$ cat src/kvt_pkg.sv
// kvt_pkg: shared constants, operation codes, state encoding and structs
// for the key/value table. No dependencies.

package kvt_pkg;

  // table geometry
  localparam int DEPTH       = 16;
  localparam int KEY_WIDTH   = 64;
  localparam int VALUE_WIDTH = 64;

  // derived widths
  localparam int IDX_W = (DEPTH > 1) ? $clog2(DEPTH) : 1;
  localparam int CNT_W = $clog2(DEPTH + 1);
  localparam int CMP_W = 9;  // holds positions, counts and the capacity register

  // fixed field widths of the transaction payloads
  localparam int OP_W    = 3;
  localparam int WORD_W  = 64;
  localparam int POS_W   = 8;
  localparam int CFG_W   = 5;
  localparam int COUNT_W = 5;

  typedef enum logic [OP_W-1:0] {
    OP_INSERT  = 3'd0,
    OP_UPDATE  = 3'd1,
    OP_UPSERT  = 3'd2,
    OP_ERASE   = 3'd3,
    OP_GET_KEY = 3'd4,
    OP_GET_POS = 3'd5
  } kvt_op_t;

  typedef enum logic [2:0] {
    ST_IDLE,
    ST_SCAN,
    ST_READ,
    ST_APPLY,
    ST_RESP
  } kvt_state_t;

  typedef struct packed {
    logic [OP_W-1:0]   operation;
    logic [WORD_W-1:0] lookup_key;
    logic [WORD_W-1:0] new_value;
    logic [POS_W-1:0]  position;
  } kvt_req_t;

  typedef struct packed {
    logic               success;
    logic [WORD_W-1:0]  key_out;
    logic [WORD_W-1:0]  value_out;
    logic [COUNT_W-1:0] entry_count;
  } kvt_resp_t;

  // controller to datapath
  typedef struct packed {
    logic load;
    logic scan;
    logic apply;
  } kvt_cmd_t;

  // datapath to controller
  typedef struct packed {
    logic scan_end;
  } kvt_status_t;

endpackage

$ cat src/key_value_table.sv
// key_value_table: top level of the bounded key/value table.
// Each request runs scan, read, apply and response states; the scan reads one key per cycle
//   over all live entries on a miss, fewer on an early hit, none for get by position.
// A new request is taken only in idle, after the last response is accepted.
// Reset (synchronous, rst high): empty table, capacity 16; stores not cleared.
// Depends on kvt_pkg, kvt_ctrl and kvt_datapath.

module key_value_table
  import kvt_pkg::*;
(
  input  logic             clk,
  input  logic             rst,
  input  logic             in_valid,
  output logic             in_stall,
  input  kvt_req_t         in_data,
  output logic             out_valid,
  input  logic             out_stall,
  output kvt_resp_t        out_data,
  input  logic             cfg_wen,
  input  logic [CFG_W-1:0] cfg_wdata
);

  kvt_cmd_t    cmd;
  kvt_status_t status;

  // sequencer
  kvt_ctrl u_ctrl (
    .clk       (clk),
    .rst       (rst),
    .in_valid  (in_valid),
    .out_stall (out_stall),
    .status    (status),
    .cmd       (cmd),
    .in_stall  (in_stall),
    .out_valid (out_valid)
  );

  // stores and arithmetic
  kvt_datapath u_datapath (
    .clk       (clk),
    .rst       (rst),
    .cmd       (cmd),
    .in_data   (in_data),
    .cfg_wen   (cfg_wen),
    .cfg_wdata (cfg_wdata),
    .status    (status),
    .out_data  (out_data)
  );

endmodule

$ cat src/kvt_ctrl.sv
// kvt_ctrl: sequencing state machine for the key/value table.
// Depends on kvt_pkg.

module kvt_ctrl
  import kvt_pkg::*;
(
  input  logic        clk,
  input  logic        rst,
  input  logic        in_valid,
  input  logic        out_stall,
  input  kvt_status_t status,
  output kvt_cmd_t    cmd,
  output logic        in_stall,
  output logic        out_valid
);

  kvt_state_t state, state_next;

  // state register
  always_ff @(posedge clk) begin
    if (rst) begin
      state <= ST_IDLE;
    end else begin
      state <= state_next;
    end
  end

  // next state
  always_comb begin
    state_next = state;
    unique case (state)
      ST_IDLE: begin
        if (in_valid) state_next = ST_SCAN;
      end
      ST_SCAN: begin
        if (status.scan_end) state_next = ST_READ;
      end
      ST_READ:  state_next = ST_APPLY;
      ST_APPLY: state_next = ST_RESP;
      ST_RESP: begin
        if (!out_stall) state_next = ST_IDLE;
      end
      default: state_next = ST_IDLE;
    endcase
  end

  // outputs
  always_comb begin
    cmd       = '0;
    in_stall  = 1'b1;
    out_valid = 1'b0;
    unique case (state)
      ST_IDLE: begin
        in_stall = 1'b0;
        cmd.load = in_valid;
      end
      ST_SCAN:  cmd.scan = 1'b1;
      ST_READ:  ;
      ST_APPLY: cmd.apply = 1'b1;
      ST_RESP:  out_valid = 1'b1;
      default:  ;
    endcase
  end

endmodule

$ cat src/kvt_datapath.sv
// kvt_datapath: request register, key/value stores, scan pointer, live count,
// capacity register and result register. Depends on kvt_pkg.

module kvt_datapath
  import kvt_pkg::*;
(
  input  logic             clk,
  input  logic             rst,
  input  kvt_cmd_t         cmd,
  input  kvt_req_t         in_data,
  input  logic             cfg_wen,
  input  logic [CFG_W-1:0] cfg_wdata,
  output kvt_status_t      status,
  output kvt_resp_t        out_data
);

  // entry stores
  logic [KEY_WIDTH-1:0]   key_mem [DEPTH];
  logic [VALUE_WIDTH-1:0] val_mem [DEPTH];

  // request and control registers
  kvt_op_t                op;
  logic [KEY_WIDTH-1:0]   req_key;
  logic [VALUE_WIDTH-1:0] req_val;
  logic [POS_W-1:0]       req_pos;
  logic [CNT_W-1:0]       count, count_next;
  logic [CFG_W-1:0]       cap;
  logic [CNT_W-1:0]       idx;
  logic                   rd_valid;
  logic [IDX_W-1:0]       rd_addr;
  logic [KEY_WIDTH-1:0]   rd_key;
  logic [VALUE_WIDTH-1:0] rd_val;
  logic                   found;
  logic [IDX_W-1:0]       hit_idx;
  logic [VALUE_WIDTH-1:0] hit_val;
  kvt_resp_t              result;

  // combinational
  logic                   match;
  logic                   needs_scan;
  logic                   exhausted;
  logic [CNT_W-1:0]       last_idx;
  logic [IDX_W-1:0]       raddr;
  logic [CMP_W-1:0]       room;
  logic                   wr_en_k;
  logic                   wr_en_v;
  logic [IDX_W-1:0]       wr_addr;
  logic [KEY_WIDTH-1:0]   wr_k;
  logic [VALUE_WIDTH-1:0] wr_v;
  logic                   ok;
  logic [KEY_WIDTH-1:0]   kout;
  logic [VALUE_WIDTH-1:0] vout;

  // scan status
  assign match      = rd_valid && (rd_key == req_key);
  assign needs_scan = (op == OP_INSERT) || (op == OP_UPDATE) || (op == OP_UPSERT) ||
                      (op == OP_ERASE) || (op == OP_GET_KEY);
  assign exhausted  = (idx >= count) && !rd_valid;
  assign status.scan_end = !needs_scan || match || exhausted;

  // effective capacity, clipped to the store depth
  assign room = (CMP_W'(cap) > CMP_W'(DEPTH)) ? CMP_W'(DEPTH) : CMP_W'(cap);

  // position of the last live entry
  assign last_idx = CNT_W'(count - CNT_W'(1));

  // read address: scan pointer, last entry for erase, or requested position
  always_comb begin
    if (cmd.scan) begin
      raddr = idx[IDX_W-1:0];
    end else if (op == OP_ERASE) begin
      raddr = last_idx[IDX_W-1:0];
    end else begin
      raddr = req_pos[IDX_W-1:0];
    end
  end

  // store read port, registered
  always_ff @(posedge clk) begin
    rd_key  <= key_mem[raddr];
    rd_val  <= val_mem[raddr];
    rd_addr <= raddr;
  end

  // store write port
  always_ff @(posedge clk) begin
    if (wr_en_k) key_mem[wr_addr] <= wr_k;
    if (wr_en_v) val_mem[wr_addr] <= wr_v;
  end

  // operation decode on the apply step
  always_comb begin
    wr_en_k    = 1'b0;
    wr_en_v    = 1'b0;
    wr_addr    = hit_idx;
    wr_k       = req_key;
    wr_v       = req_val;
    ok         = 1'b0;
    kout       = '0;
    vout       = '0;
    count_next = count;
    case (op)
      OP_INSERT, OP_UPDATE, OP_UPSERT: begin
        if (found) begin
          if (op != OP_INSERT) begin
            wr_en_v = cmd.apply;
            ok      = 1'b1;
          end
        end else if (op != OP_UPDATE && CMP_W'(count) < room) begin
          wr_en_k    = cmd.apply;
          wr_en_v    = cmd.apply;
          wr_addr    = count[IDX_W-1:0];
          ok         = 1'b1;
          count_next = CNT_W'(count + CNT_W'(1));
        end
      end
      OP_ERASE: begin
        // last entry fills the hole
        if (found) begin
          wr_en_k    = cmd.apply;
          wr_en_v    = cmd.apply;
          wr_k       = rd_key;
          wr_v       = rd_val;
          ok         = 1'b1;
          count_next = CNT_W'(count - CNT_W'(1));
        end
      end
      OP_GET_KEY: begin
        if (found) begin
          ok   = 1'b1;
          vout = hit_val;
        end
      end
      OP_GET_POS: begin
        if (CMP_W'(req_pos) < CMP_W'(count)) begin
          ok   = 1'b1;
          kout = rd_key;
          vout = rd_val;
        end
      end
      default: ;
    endcase
  end

  // request capture, scan pointer and match tracking
  always_ff @(posedge clk) begin
    if (cmd.load) begin
      op      <= kvt_op_t'(in_data.operation);
      req_key <= in_data.lookup_key[KEY_WIDTH-1:0];
      req_val <= in_data.new_value[VALUE_WIDTH-1:0];
      req_pos <= in_data.position;
      idx     <= '0;
      found   <= 1'b0;
    end else if (cmd.scan) begin
      if (idx < count) idx <= CNT_W'(idx + CNT_W'(1));
      if (match && !found) begin
        found   <= 1'b1;
        hit_idx <= rd_addr;
        hit_val <= rd_val;
      end
    end
  end

  // read-in-flight flag for the scan
  always_ff @(posedge clk) begin
    if (rst) begin
      rd_valid <= 1'b0;
    end else begin
      rd_valid <= cmd.scan && (idx < count) && !match;
    end
  end

  // live count and capacity register
  always_ff @(posedge clk) begin
    if (rst) begin
      count <= '0;
      cap   <= CFG_W'(16);
    end else begin
      if (cmd.apply) count <= count_next;
      if (cfg_wen)   cap   <= cfg_wdata;
    end
  end

  // result register
  always_ff @(posedge clk) begin
    if (cmd.apply) begin
      result.success     <= ok;
      result.key_out     <= WORD_W'(kout);
      result.value_out   <= WORD_W'(vout);
      result.entry_count <= COUNT_W'(count_next);
    end
  end

  assign out_data = result;

  // checks
  a_count_bound: assert property (@(posedge clk) disable iff (rst)
    CMP_W'(count) <= CMP_W'(DEPTH))
    else $error("live count above depth");

  a_count_hold: assert property (@(posedge clk) disable iff (rst)
    !cmd.apply |=> count == $past(count))
    else $error("live count changed outside apply");

  a_write_in_range: assert property (@(posedge clk) disable iff (rst)
    (wr_en_k || wr_en_v) |-> CMP_W'(wr_addr) <= CMP_W'(count))
    else $error("store write beyond live entries");

  a_scan_one_hit: assert property (@(posedge clk) disable iff (rst)
    (cmd.scan && found) |-> !rd_valid)
    else $error("scan still reading after a hit");

endmodule
$ cat config.mk
export PLATFORM = sky130hd
export DESIGN_NAME = key_value_table
export DESIGN_NICKNAME = d
export VERILOG_FILES = /design/src/kvt_pkg.sv /design/src/key_value_table.sv /design/src/kvt_ctrl.sv /design/src/kvt_datapath.sv
export SDC_FILE = /design/constraint.sdc
export NUM_CORES = 2
export LEC_CHECK = 0
export ABC_AREA = 1
export BUFFER_PORTS_ARGS = -buffer_cell sky130_fd_sc_hd__buf_2
export CAP_MARGIN = 30
export CELL_PAD_IN_SITES_DETAIL_PLACEMENT = 1
export CELL_PAD_IN_SITES_GLOBAL_PLACEMENT = 1
export CORE_UTILIZATION = 55
export CTS_CLUSTER_SIZE = 40
export DETAILED_ROUTE_END_ITERATION = 8
export PLACE_DENSITY_LB_ADDON = 0.3
export SLEW_MARGIN = 20
export SYNTH_ARGS = -nofsm -noshare
export SYNTH_HDL_FRONTEND = slang
export SYNTH_SLANG_ARGS = --single-unit
$ cat constraint.sdc
create_clock -name clk -period 25.3 [get_ports clk]
set_input_delay 2.53 -clock clk [delete_from_list [all_inputs] [get_ports clk]]
set_output_delay 2.53 -clock clk [all_outputs]
set_load 0.005 [all_outputs]
; After elaboration in Yosys (flattened, before gate mapping)
; Memory sizes are Yosys's and may differ from the RTL's. A register that Yosys moved wholly into a read port is not among the register bits.
; Cells that the tools add are included.
[totals]
regBits = 365
latch_bits = 0
ram_bits = 2048
mem_bits_ro = 0
output_inout_bits = 136
memories = 2
[memory_table]
columns = name, words, word_bits, read_ports, rd_ports_with_merged_regs, write_ports, line_no
row1 = u_datapath.key_mem, 16, 64, 1, 1, 1, kvt_datapath.sv:18  ; logic [KEY_WIDTH-1:0] key_mem [DEPTH];
row2 = u_datapath.val_mem, 16, 64, 1, 1, 1, kvt_datapath.sv:19  ; logic [VALUE_WIDTH-1:0] val_mem [DEPTH];
[op_classes]
n_addsub = 3
mul = 0
div = 0
n_lt_le_gt_ge = 5
eq_ne = 14
shift = 0
n_mux = 43
n_bitwise = 1
reduce_logical = 26
[ops]
columns = cell, n
row1 = two-way mux 64 bit, 6
row2 = case mux 64 bit (2 select lines), 1
row3 = equality test 64 bit, 1
row4 = two-way mux 4 bit, 5
row5 = two-way mux 5 bit, 4
row6 = two-way mux 1 bit, 19
row7 = case mux 3 bit (5 select lines), 1
row8 = equality test 3 x 2 -> 1 bit (second input constant), 4
row9 = adder 5 x 1 -> 5 bit (second input constant), 2
row10 = case mux 5 bit (2 select lines), 1
row11 = equality test 3 bit (second input constant), 3
row12 = < comparator 5 x 9 -> 1 bit, 1
row13 = two-way mux 3 bit, 3
row14 = < comparator 8 x 5 -> 1 bit, 1
row15 = equality test 3 x 1 -> 1 bit (second input constant), 2
row16 = logical AND 1 bit, 6
row17 = logical NOT 3 bit, 2
row18 = logical OR 1 bit, 6
row19 = inequality test 2 bit (second input constant), 3
row20 = AND reduction 2 bit, 3
row21 = AND reduction 3 bit, 2
row22 = greater-or-equal comparator 5 bit, 1
row23 = greater-than comparator 5 bit (second input constant), 1
row24 = < comparator 5 bit, 1
row25 = 9 further kinds, 13

; Logic depth before layout (Yosys ltp)
[depth]
ltp_word = 10
depth_mapped = 15
mapped_depth_nobuf = 15

; Modules after synthesis
; A second synthesis with hierarchy kept.
[unflattened]
cells_unflattened = 9382
hier_area_um2 = 106788.7
[modules_own_cells]
columns = mod, n_inst, cells_each, area_per_inst_um2
row1 = kvt_datapath, 1, 9353, 106604.7
row2 = kvt_ctrl, 1, 29, 183.9

; Worst setup path after synthesis
; Ideal clock, no wire load.
[synth_timing]
path_kind = flip-flop to flip-flop
startpoint = reg u_ctrl.state[0]
endpoint = mem u_datapath.key_mem[10][0], enable pin
setup_time_ns = 0.486
t_arrival_ns = 9.898
required_ns = 24.814
setup_slack_ns = 14.916
path_stages_with_launch = 8
n_path_buf = 1
synth_period_minus_slack_ns = 10.384
cell_sequence = dfxtp_1 -> inv_1 -> nor3_2 -> inv_1 -> nor2_1 -> o21ai_1 -> buf_2 -> nor2_1
[synth_via]
elab_chain_cells = 7
word_cells_on_any_way = 8
classes_between = eq/ne (1) / mux (7)
[synth_lines]
columns = element, line_no
row1 = start: declaration, kvt_ctrl.sv:17  ; kvt_state_t state, state_next;
row2 = start signal: assignment, kvt_ctrl.sv:24  ; state <= state_next;
row3 = equality test 3 x 2 -> 1 bit (*), kvt_ctrl.sv:52  ; unique case (state)
row4 = two-way mux 1 bit (*), kvt_ctrl.sv:52
row5 = two-way mux 1 bit, kvt_datapath.sv:109  ; end else if (op != OP_UPDATE && CMP_W'(count) < room) begin
row6 = two-way mux 1 bit, kvt_datapath.sv:104  ; if (found) begin
row7 = case mux 1 bit (2 select lines) (*), kvt_datapath.sv:102  ; case (op)
row8 = two-way mux 1 bit (*), kvt_datapath.sv:87  ; if (wr_en_k) key_mem[wr_addr] <= wr_k;
row9 = two-way mux 1 bit (implied by the code) (*), kvt_datapath.sv:87
row10 = end: declaration, kvt_datapath.sv:18
; Every way passes the cells marked *; elsewhere a longest branch is shown, timed or not.

; Worst setup path in the final report
[layout_timing]
startpoint = reg u_ctrl.state[1]
endpoint = reg u_datapath.rd_val[16], read port of u_datapath.val_mem
[layout_via]
elab_chain_cells = 3
[layout_lines]
columns = element, line_no
row1 = equality test 3 x 1 -> 1 bit, kvt_ctrl.sv:52
row2 = two-way mux 1 bit, kvt_ctrl.sv:52
row3 = two-way mux 4 bit, kvt_datapath.sv:69  ; if (cmd.scan) begin
row4 = end: declaration, kvt_datapath.sv:32  ; logic [VALUE_WIDTH-1:0] rd_val;
; No other way between the ends.
; A chain may end at the register's enable or synchronous reset.

==> impl_table.tex <==
\begin{tabular}{lr}
\hline
Metric & Value \\
\hline
\multicolumn{2}{l}{\textbf{Run status}} \\
Outcome & completed \\
\multicolumn{2}{l}{\textbf{Worst setup path}} \\
Largest driver fanout on the critical path & 139 \\
Worst Path Class, Setup & register to register \\
Worst Path Required & 26,090 ps \\
Critical-path cell list & inv\_2 > nand3\_1 > inv\_1 > nand2\_1 > nand2\_8 > buf\_4 > buf\_4 > buf\_12 > buf\_4 > buf\_16 > buf\_6 > buf\_4 > nand2\_1 > o211ai\_1 > nand3\_1 > nand3\_1 > nand2\_1 \\
Worst path max stage delay & 860 ps \\
Arr. time, crit path & 7780 ps \\
CP max-delay cell & buf\_4 \\
Kind of capture point of the worst setup path & register \\
Startpoint Class & register \\
Library cell appearing most often on the critical path & buf\_4 \\
\multicolumn{2}{l}{\textbf{GRT}} \\
Largest net degree at the start of global routing & 257 \\
Remaining Overflow, GRT & 0 \\
Initial antenna violation count & 11 \\
Number of global-route vias before repair & 75.50k \\
Global routing usage summed across all routing layers & 34.83\% \\
Wire length of the first global-routing pass & 480,400 um \\
\multicolumn{2}{l}{\textbf{CTS}} \\
Clock-pin slew on the worst setup and hold paths & 60 ps \\
Clock tree from TritonCTS & built \\
Maximum buffer depth of the clock tree & 4 \\
CTS H-tree depth & 5 \\
Sink Count & 2,541 \\
Number of setup buffers added after CTS & 0 \\
\# resized after CTS & 0 \\
Root buffer cell & clkbuf\_16 \\
Later-pin clock latency in the skew report & 940 ps \\
Hold bufs inserted after CTS & 0 \\
Num CTS Buffers & 279 \\
\multicolumn{2}{l}{\textbf{Pwr}} \\
Pwr/cell area & 90.00 nW/um\^{}2 \\
Leakage power summed over all cells & 44.62 nW \\
Worst supply voltage drop on vdd & 0.06797 mV \\
Total power after layout & 10.48 mW \\
\multicolumn{2}{l}{\textbf{Die}} \\
Full die area & 188,900 um\^{}2 \\
Number of top-level design ports & 285 \\
Starting density of the core & 55.45\% \\
Rows & 158 \\
Die Height & 434.6 um \\
Core outline area & 185,600 um\^{}2 \\
Die width & 434.6 um \\
\multicolumn{2}{l}{\textbf{Synthesis}} \\
Synthesized net count & 8,681 \\
Dominant cell type by area after synthesis & edfxtp\_1 \\
Summed instance area of the synthesized netlist & 102,900 um\^{}2 \\
Area fraction of the dominant cell type after synthesis & 69.70\% \\
Sequential-to-total area share from yosys stat & 72.65\% \\
Post-synthesis area per instance & 12.09 um\^{}2 \\
Warnings, synthesis & 0 \\
Top post-synthesis cells by area & edfxtp\_1 (70\%), o211ai\_1 (6.6\%), nand2\_1 (6.2\%) \\
Synth Instances & 8,516 \\
Number of unique standard cell types used by synthesis & 39 \\
Synthesized flop and latch total & 2,541 \\
\multicolumn{2}{l}{\textbf{Final layout}} \\
Final cell area excluding filler cells & 116,500 um\^{}2 \\
Register Area & 74,790 um\^{}2 \\
Layout overhead on the synthesized area & 13.15\% \\
Ratio of cells with drive above 1 in the final layout & 10.79\% \\
Net count of the finished layout & 9,023 \\
Area used by multi-input combinational logic & 20,990 um\^{}2 \\
\# fillers & 18.23k \\
\multicolumn{2}{l}{\textbf{STA}} \\
Largest clock skew in the final design & 58.07 ps \\
Sum Neg Setup Slack & 0 ps \\
Hold Violations, Final & 0 \\
Fraction of the cycle the final worst path needs & 27.66\% \\
Unrepaired setup endpoints after global routing & no \\
Fmax & 0.1429 GHz \\
Slack of the critical path & 18,300 ps \\
Tightest Pin Transition & 1266 ps \\
Fin. max-slew vios & 0 \\
Tightest slew margin relative to the limit & 15.60\% \\
Period minus WS final & 6997 ps \\
Final setup violation count & 0 \\
\multicolumn{2}{l}{\textbf{Drt}} \\
Via density per instance & 6.150 \\
Detailed-router iteration count before antenna repair & 5 \\
Count of unresolved DRC violations after routing & 0 \\
Total vias in the final route & 70.97k \\
Final ANT Viol Nets & 0 \\
Routed length per instance & 28.66 um \\
Detailed Route Iter0 Violations & 7,633 \\
Overall routed net length & 330,700 um \\
\multicolumn{2}{l}{\textbf{Flow run}} \\
\# Max-Cap Violations & 0 \\
\multicolumn{2}{l}{\textbf{Place}} \\
Placed wire-length estimate & 177,700 um \\
RD Place Congestion & 0.8470 \\
IO Port Bufs & 284 \\
Total placed instance area & 107,600 um\^{}2 \\
Worst slack at placement & 17,950 ps \\
\multicolumn{2}{l}{\textbf{Min path}} \\
Classification of the worst-slack hold path & register to register \\
\hline
\end{tabular}
-- area by class of cell --
class	count	share of cell area (%)
inverter	1401	4.539
timing repair buffer	545	3.192
sequential	2541	64.21
clock inverter	90	0.6306
antenna	4	0.008594
clock buffer	390	6.730
multi-input combinational	4090	18.02
tap	2480	2.664
-- path summary, 6_finish.rpt --
check                                                   start                               to  slack, ps  depth (start not counted)
worst max-delay path             u_ctrl.state[1]$_SDFFE_PP0P_    u_datapath.rd_val[16]$_DFF_P_      18300                         17
worst min-delay path            u_datapath.rd_addr[3]$_DFF_P_  u_datapath.hit_idx[3]$_DFFE_PP_        410                          0
worst max register to register   u_ctrl.state[1]$_SDFFE_PP0P_    u_datapath.rd_val[16]$_DFF_P_      18300                         17
worst min register to register  u_datapath.rd_addr[3]$_DFF_P_  u_datapath.hit_idx[3]$_DFFE_PP_        410                          0
-- layout by cell type (no fill, tap or decap), types with 76 or more instances in the layout --
| cell | netlist | final |
|---|---|---|
| nand2_1 | 1687 | 1687 |
| inv_1 | 1397 | 1393 |
| edfxtp_1 | 2389 | 2389 |
| buf_2 | 327 | 284 |
| nor2_1 | 189 | 153 |
| o21ai_0 | 215 | 209 |
| buf_4 | 10 | 239 |
| clkbuf_1 | 109 | 76 |
| clkbuf_16 | 0 | 287 |
| nand3_1 | 998 | 997 |
| dfxtp_1 | 152 | 151 |
| o211ai_1 | 899 | 899 |
-- cells by family (layout without fill, tap and decap cells) --
family	after synthesis	in the layout	share of synthesized area [%]
simple gates	2917	2917	11.96
compound gates	1146	1146	7.794
fa+ha+maj	16	16	0.1945
other cells	0	4	0
flops	2541	2541	72.65
xor+xnor	11	11	0.09360
buf+inv	1885	2426	7.308
-- cells in the mapped netlist --
cell type  instances
a21boi_0           1
a21o_1             1
a21oi_1           16
a21oi_2            1
a22oi_1            1
a31oi_2            1
and3_1             1
buf_1             38
buf_2            327
buf_4             10
clkbuf_1         109
dfxtp_1          152
edfxtp_1        2389
ha_1              16
inv_1           1397
inv_2              4
nand2_1         1687
nand2_2            3
nand3_1          998
nand3b_1           1
nand4_1           20
nor2_1           189
nor2_2             1
nor2_4             1
nor3_1            11
nor3_2             2
nor3b_1            1
nor4_1             1
o2111ai_1          2
o211ai_1         899
o21a_1             1
o21ai_0          215
o21ai_1            5
o21ai_2            1
o221ai_1           1
o22ai_1            1
or2_2              1
xnor2_1            7
xor2_1             4
-- stage by stage --
stage,std cells,util [%],hold slack [ps]
6_report,11540,62.74,405.2
5_1_grt,11540,62.74,411.2
3_5_place_dp,11050,57.99,391.3
4_1_cts,11530,62.61,406.5
3_3_place_gp,11040,57.90,385.8
2_1_floorplan,8516,-,385.5
-- report_power, final --
group | total [mW] | switching [mW] | leakage [nW] | internal [mW]
registers | 4.91 | 0.125 | 22.9 | 4.78
clock network | 3.90 | 1.63 | 4.21 | 2.28
logic | 1.67 | 1.24 | 17.5 | 0.433
total | 10.5 | 2.99 | 44.6 | 7.49
-- worst max-delay path: cells and delay by family, from the launching register on --
| family | cells | cell delay (ps) |
|---|---|---|
| buffers and inverters | 9 | 4250 |
| and+or+nand+nor | 7 | 1730 |
| AOI/OAI and AO/OA | 1 | 180 |
| DFF | 1 | 330 |
-- sequential cells by signal, indices dropped and copies added (netlist names) --
| register | count |
|---|---|
| u_datapath.key_mem | 1024 |
| u_datapath.rd_valid | 1 |
| u_datapath.hit_idx | 4 |
| u_datapath.rd_val | 64 |
| u_datapath.req_val | 64 |
| u_datapath.op | 3 |
| u_datapath.idx | 5 |
| u_datapath.val_mem | 1024 |
| u_datapath.rd_key | 64 |
| u_datapath.hit_val | 64 |
| u_datapath.found | 1 |
| u_datapath.rd_addr | 4 |
| u_datapath.count | 5 |
| u_datapath.cap | 5 |
| u_datapath.req_key | 64 |
| u_datapath.req_pos | 8 |
| u_datapath.out_data | 134 |
| u_ctrl.state | 3 |
-- layer usage --
layer | share of wire (%) | global-route usage, %
met1 | 36 | 41.12
met2 | 50 | 59.80
met3 | 7.3 | 5.207
met4 | 6.8 | 22.10
met5 | 0.014 | 0
(Power assumes the default switching activity.)
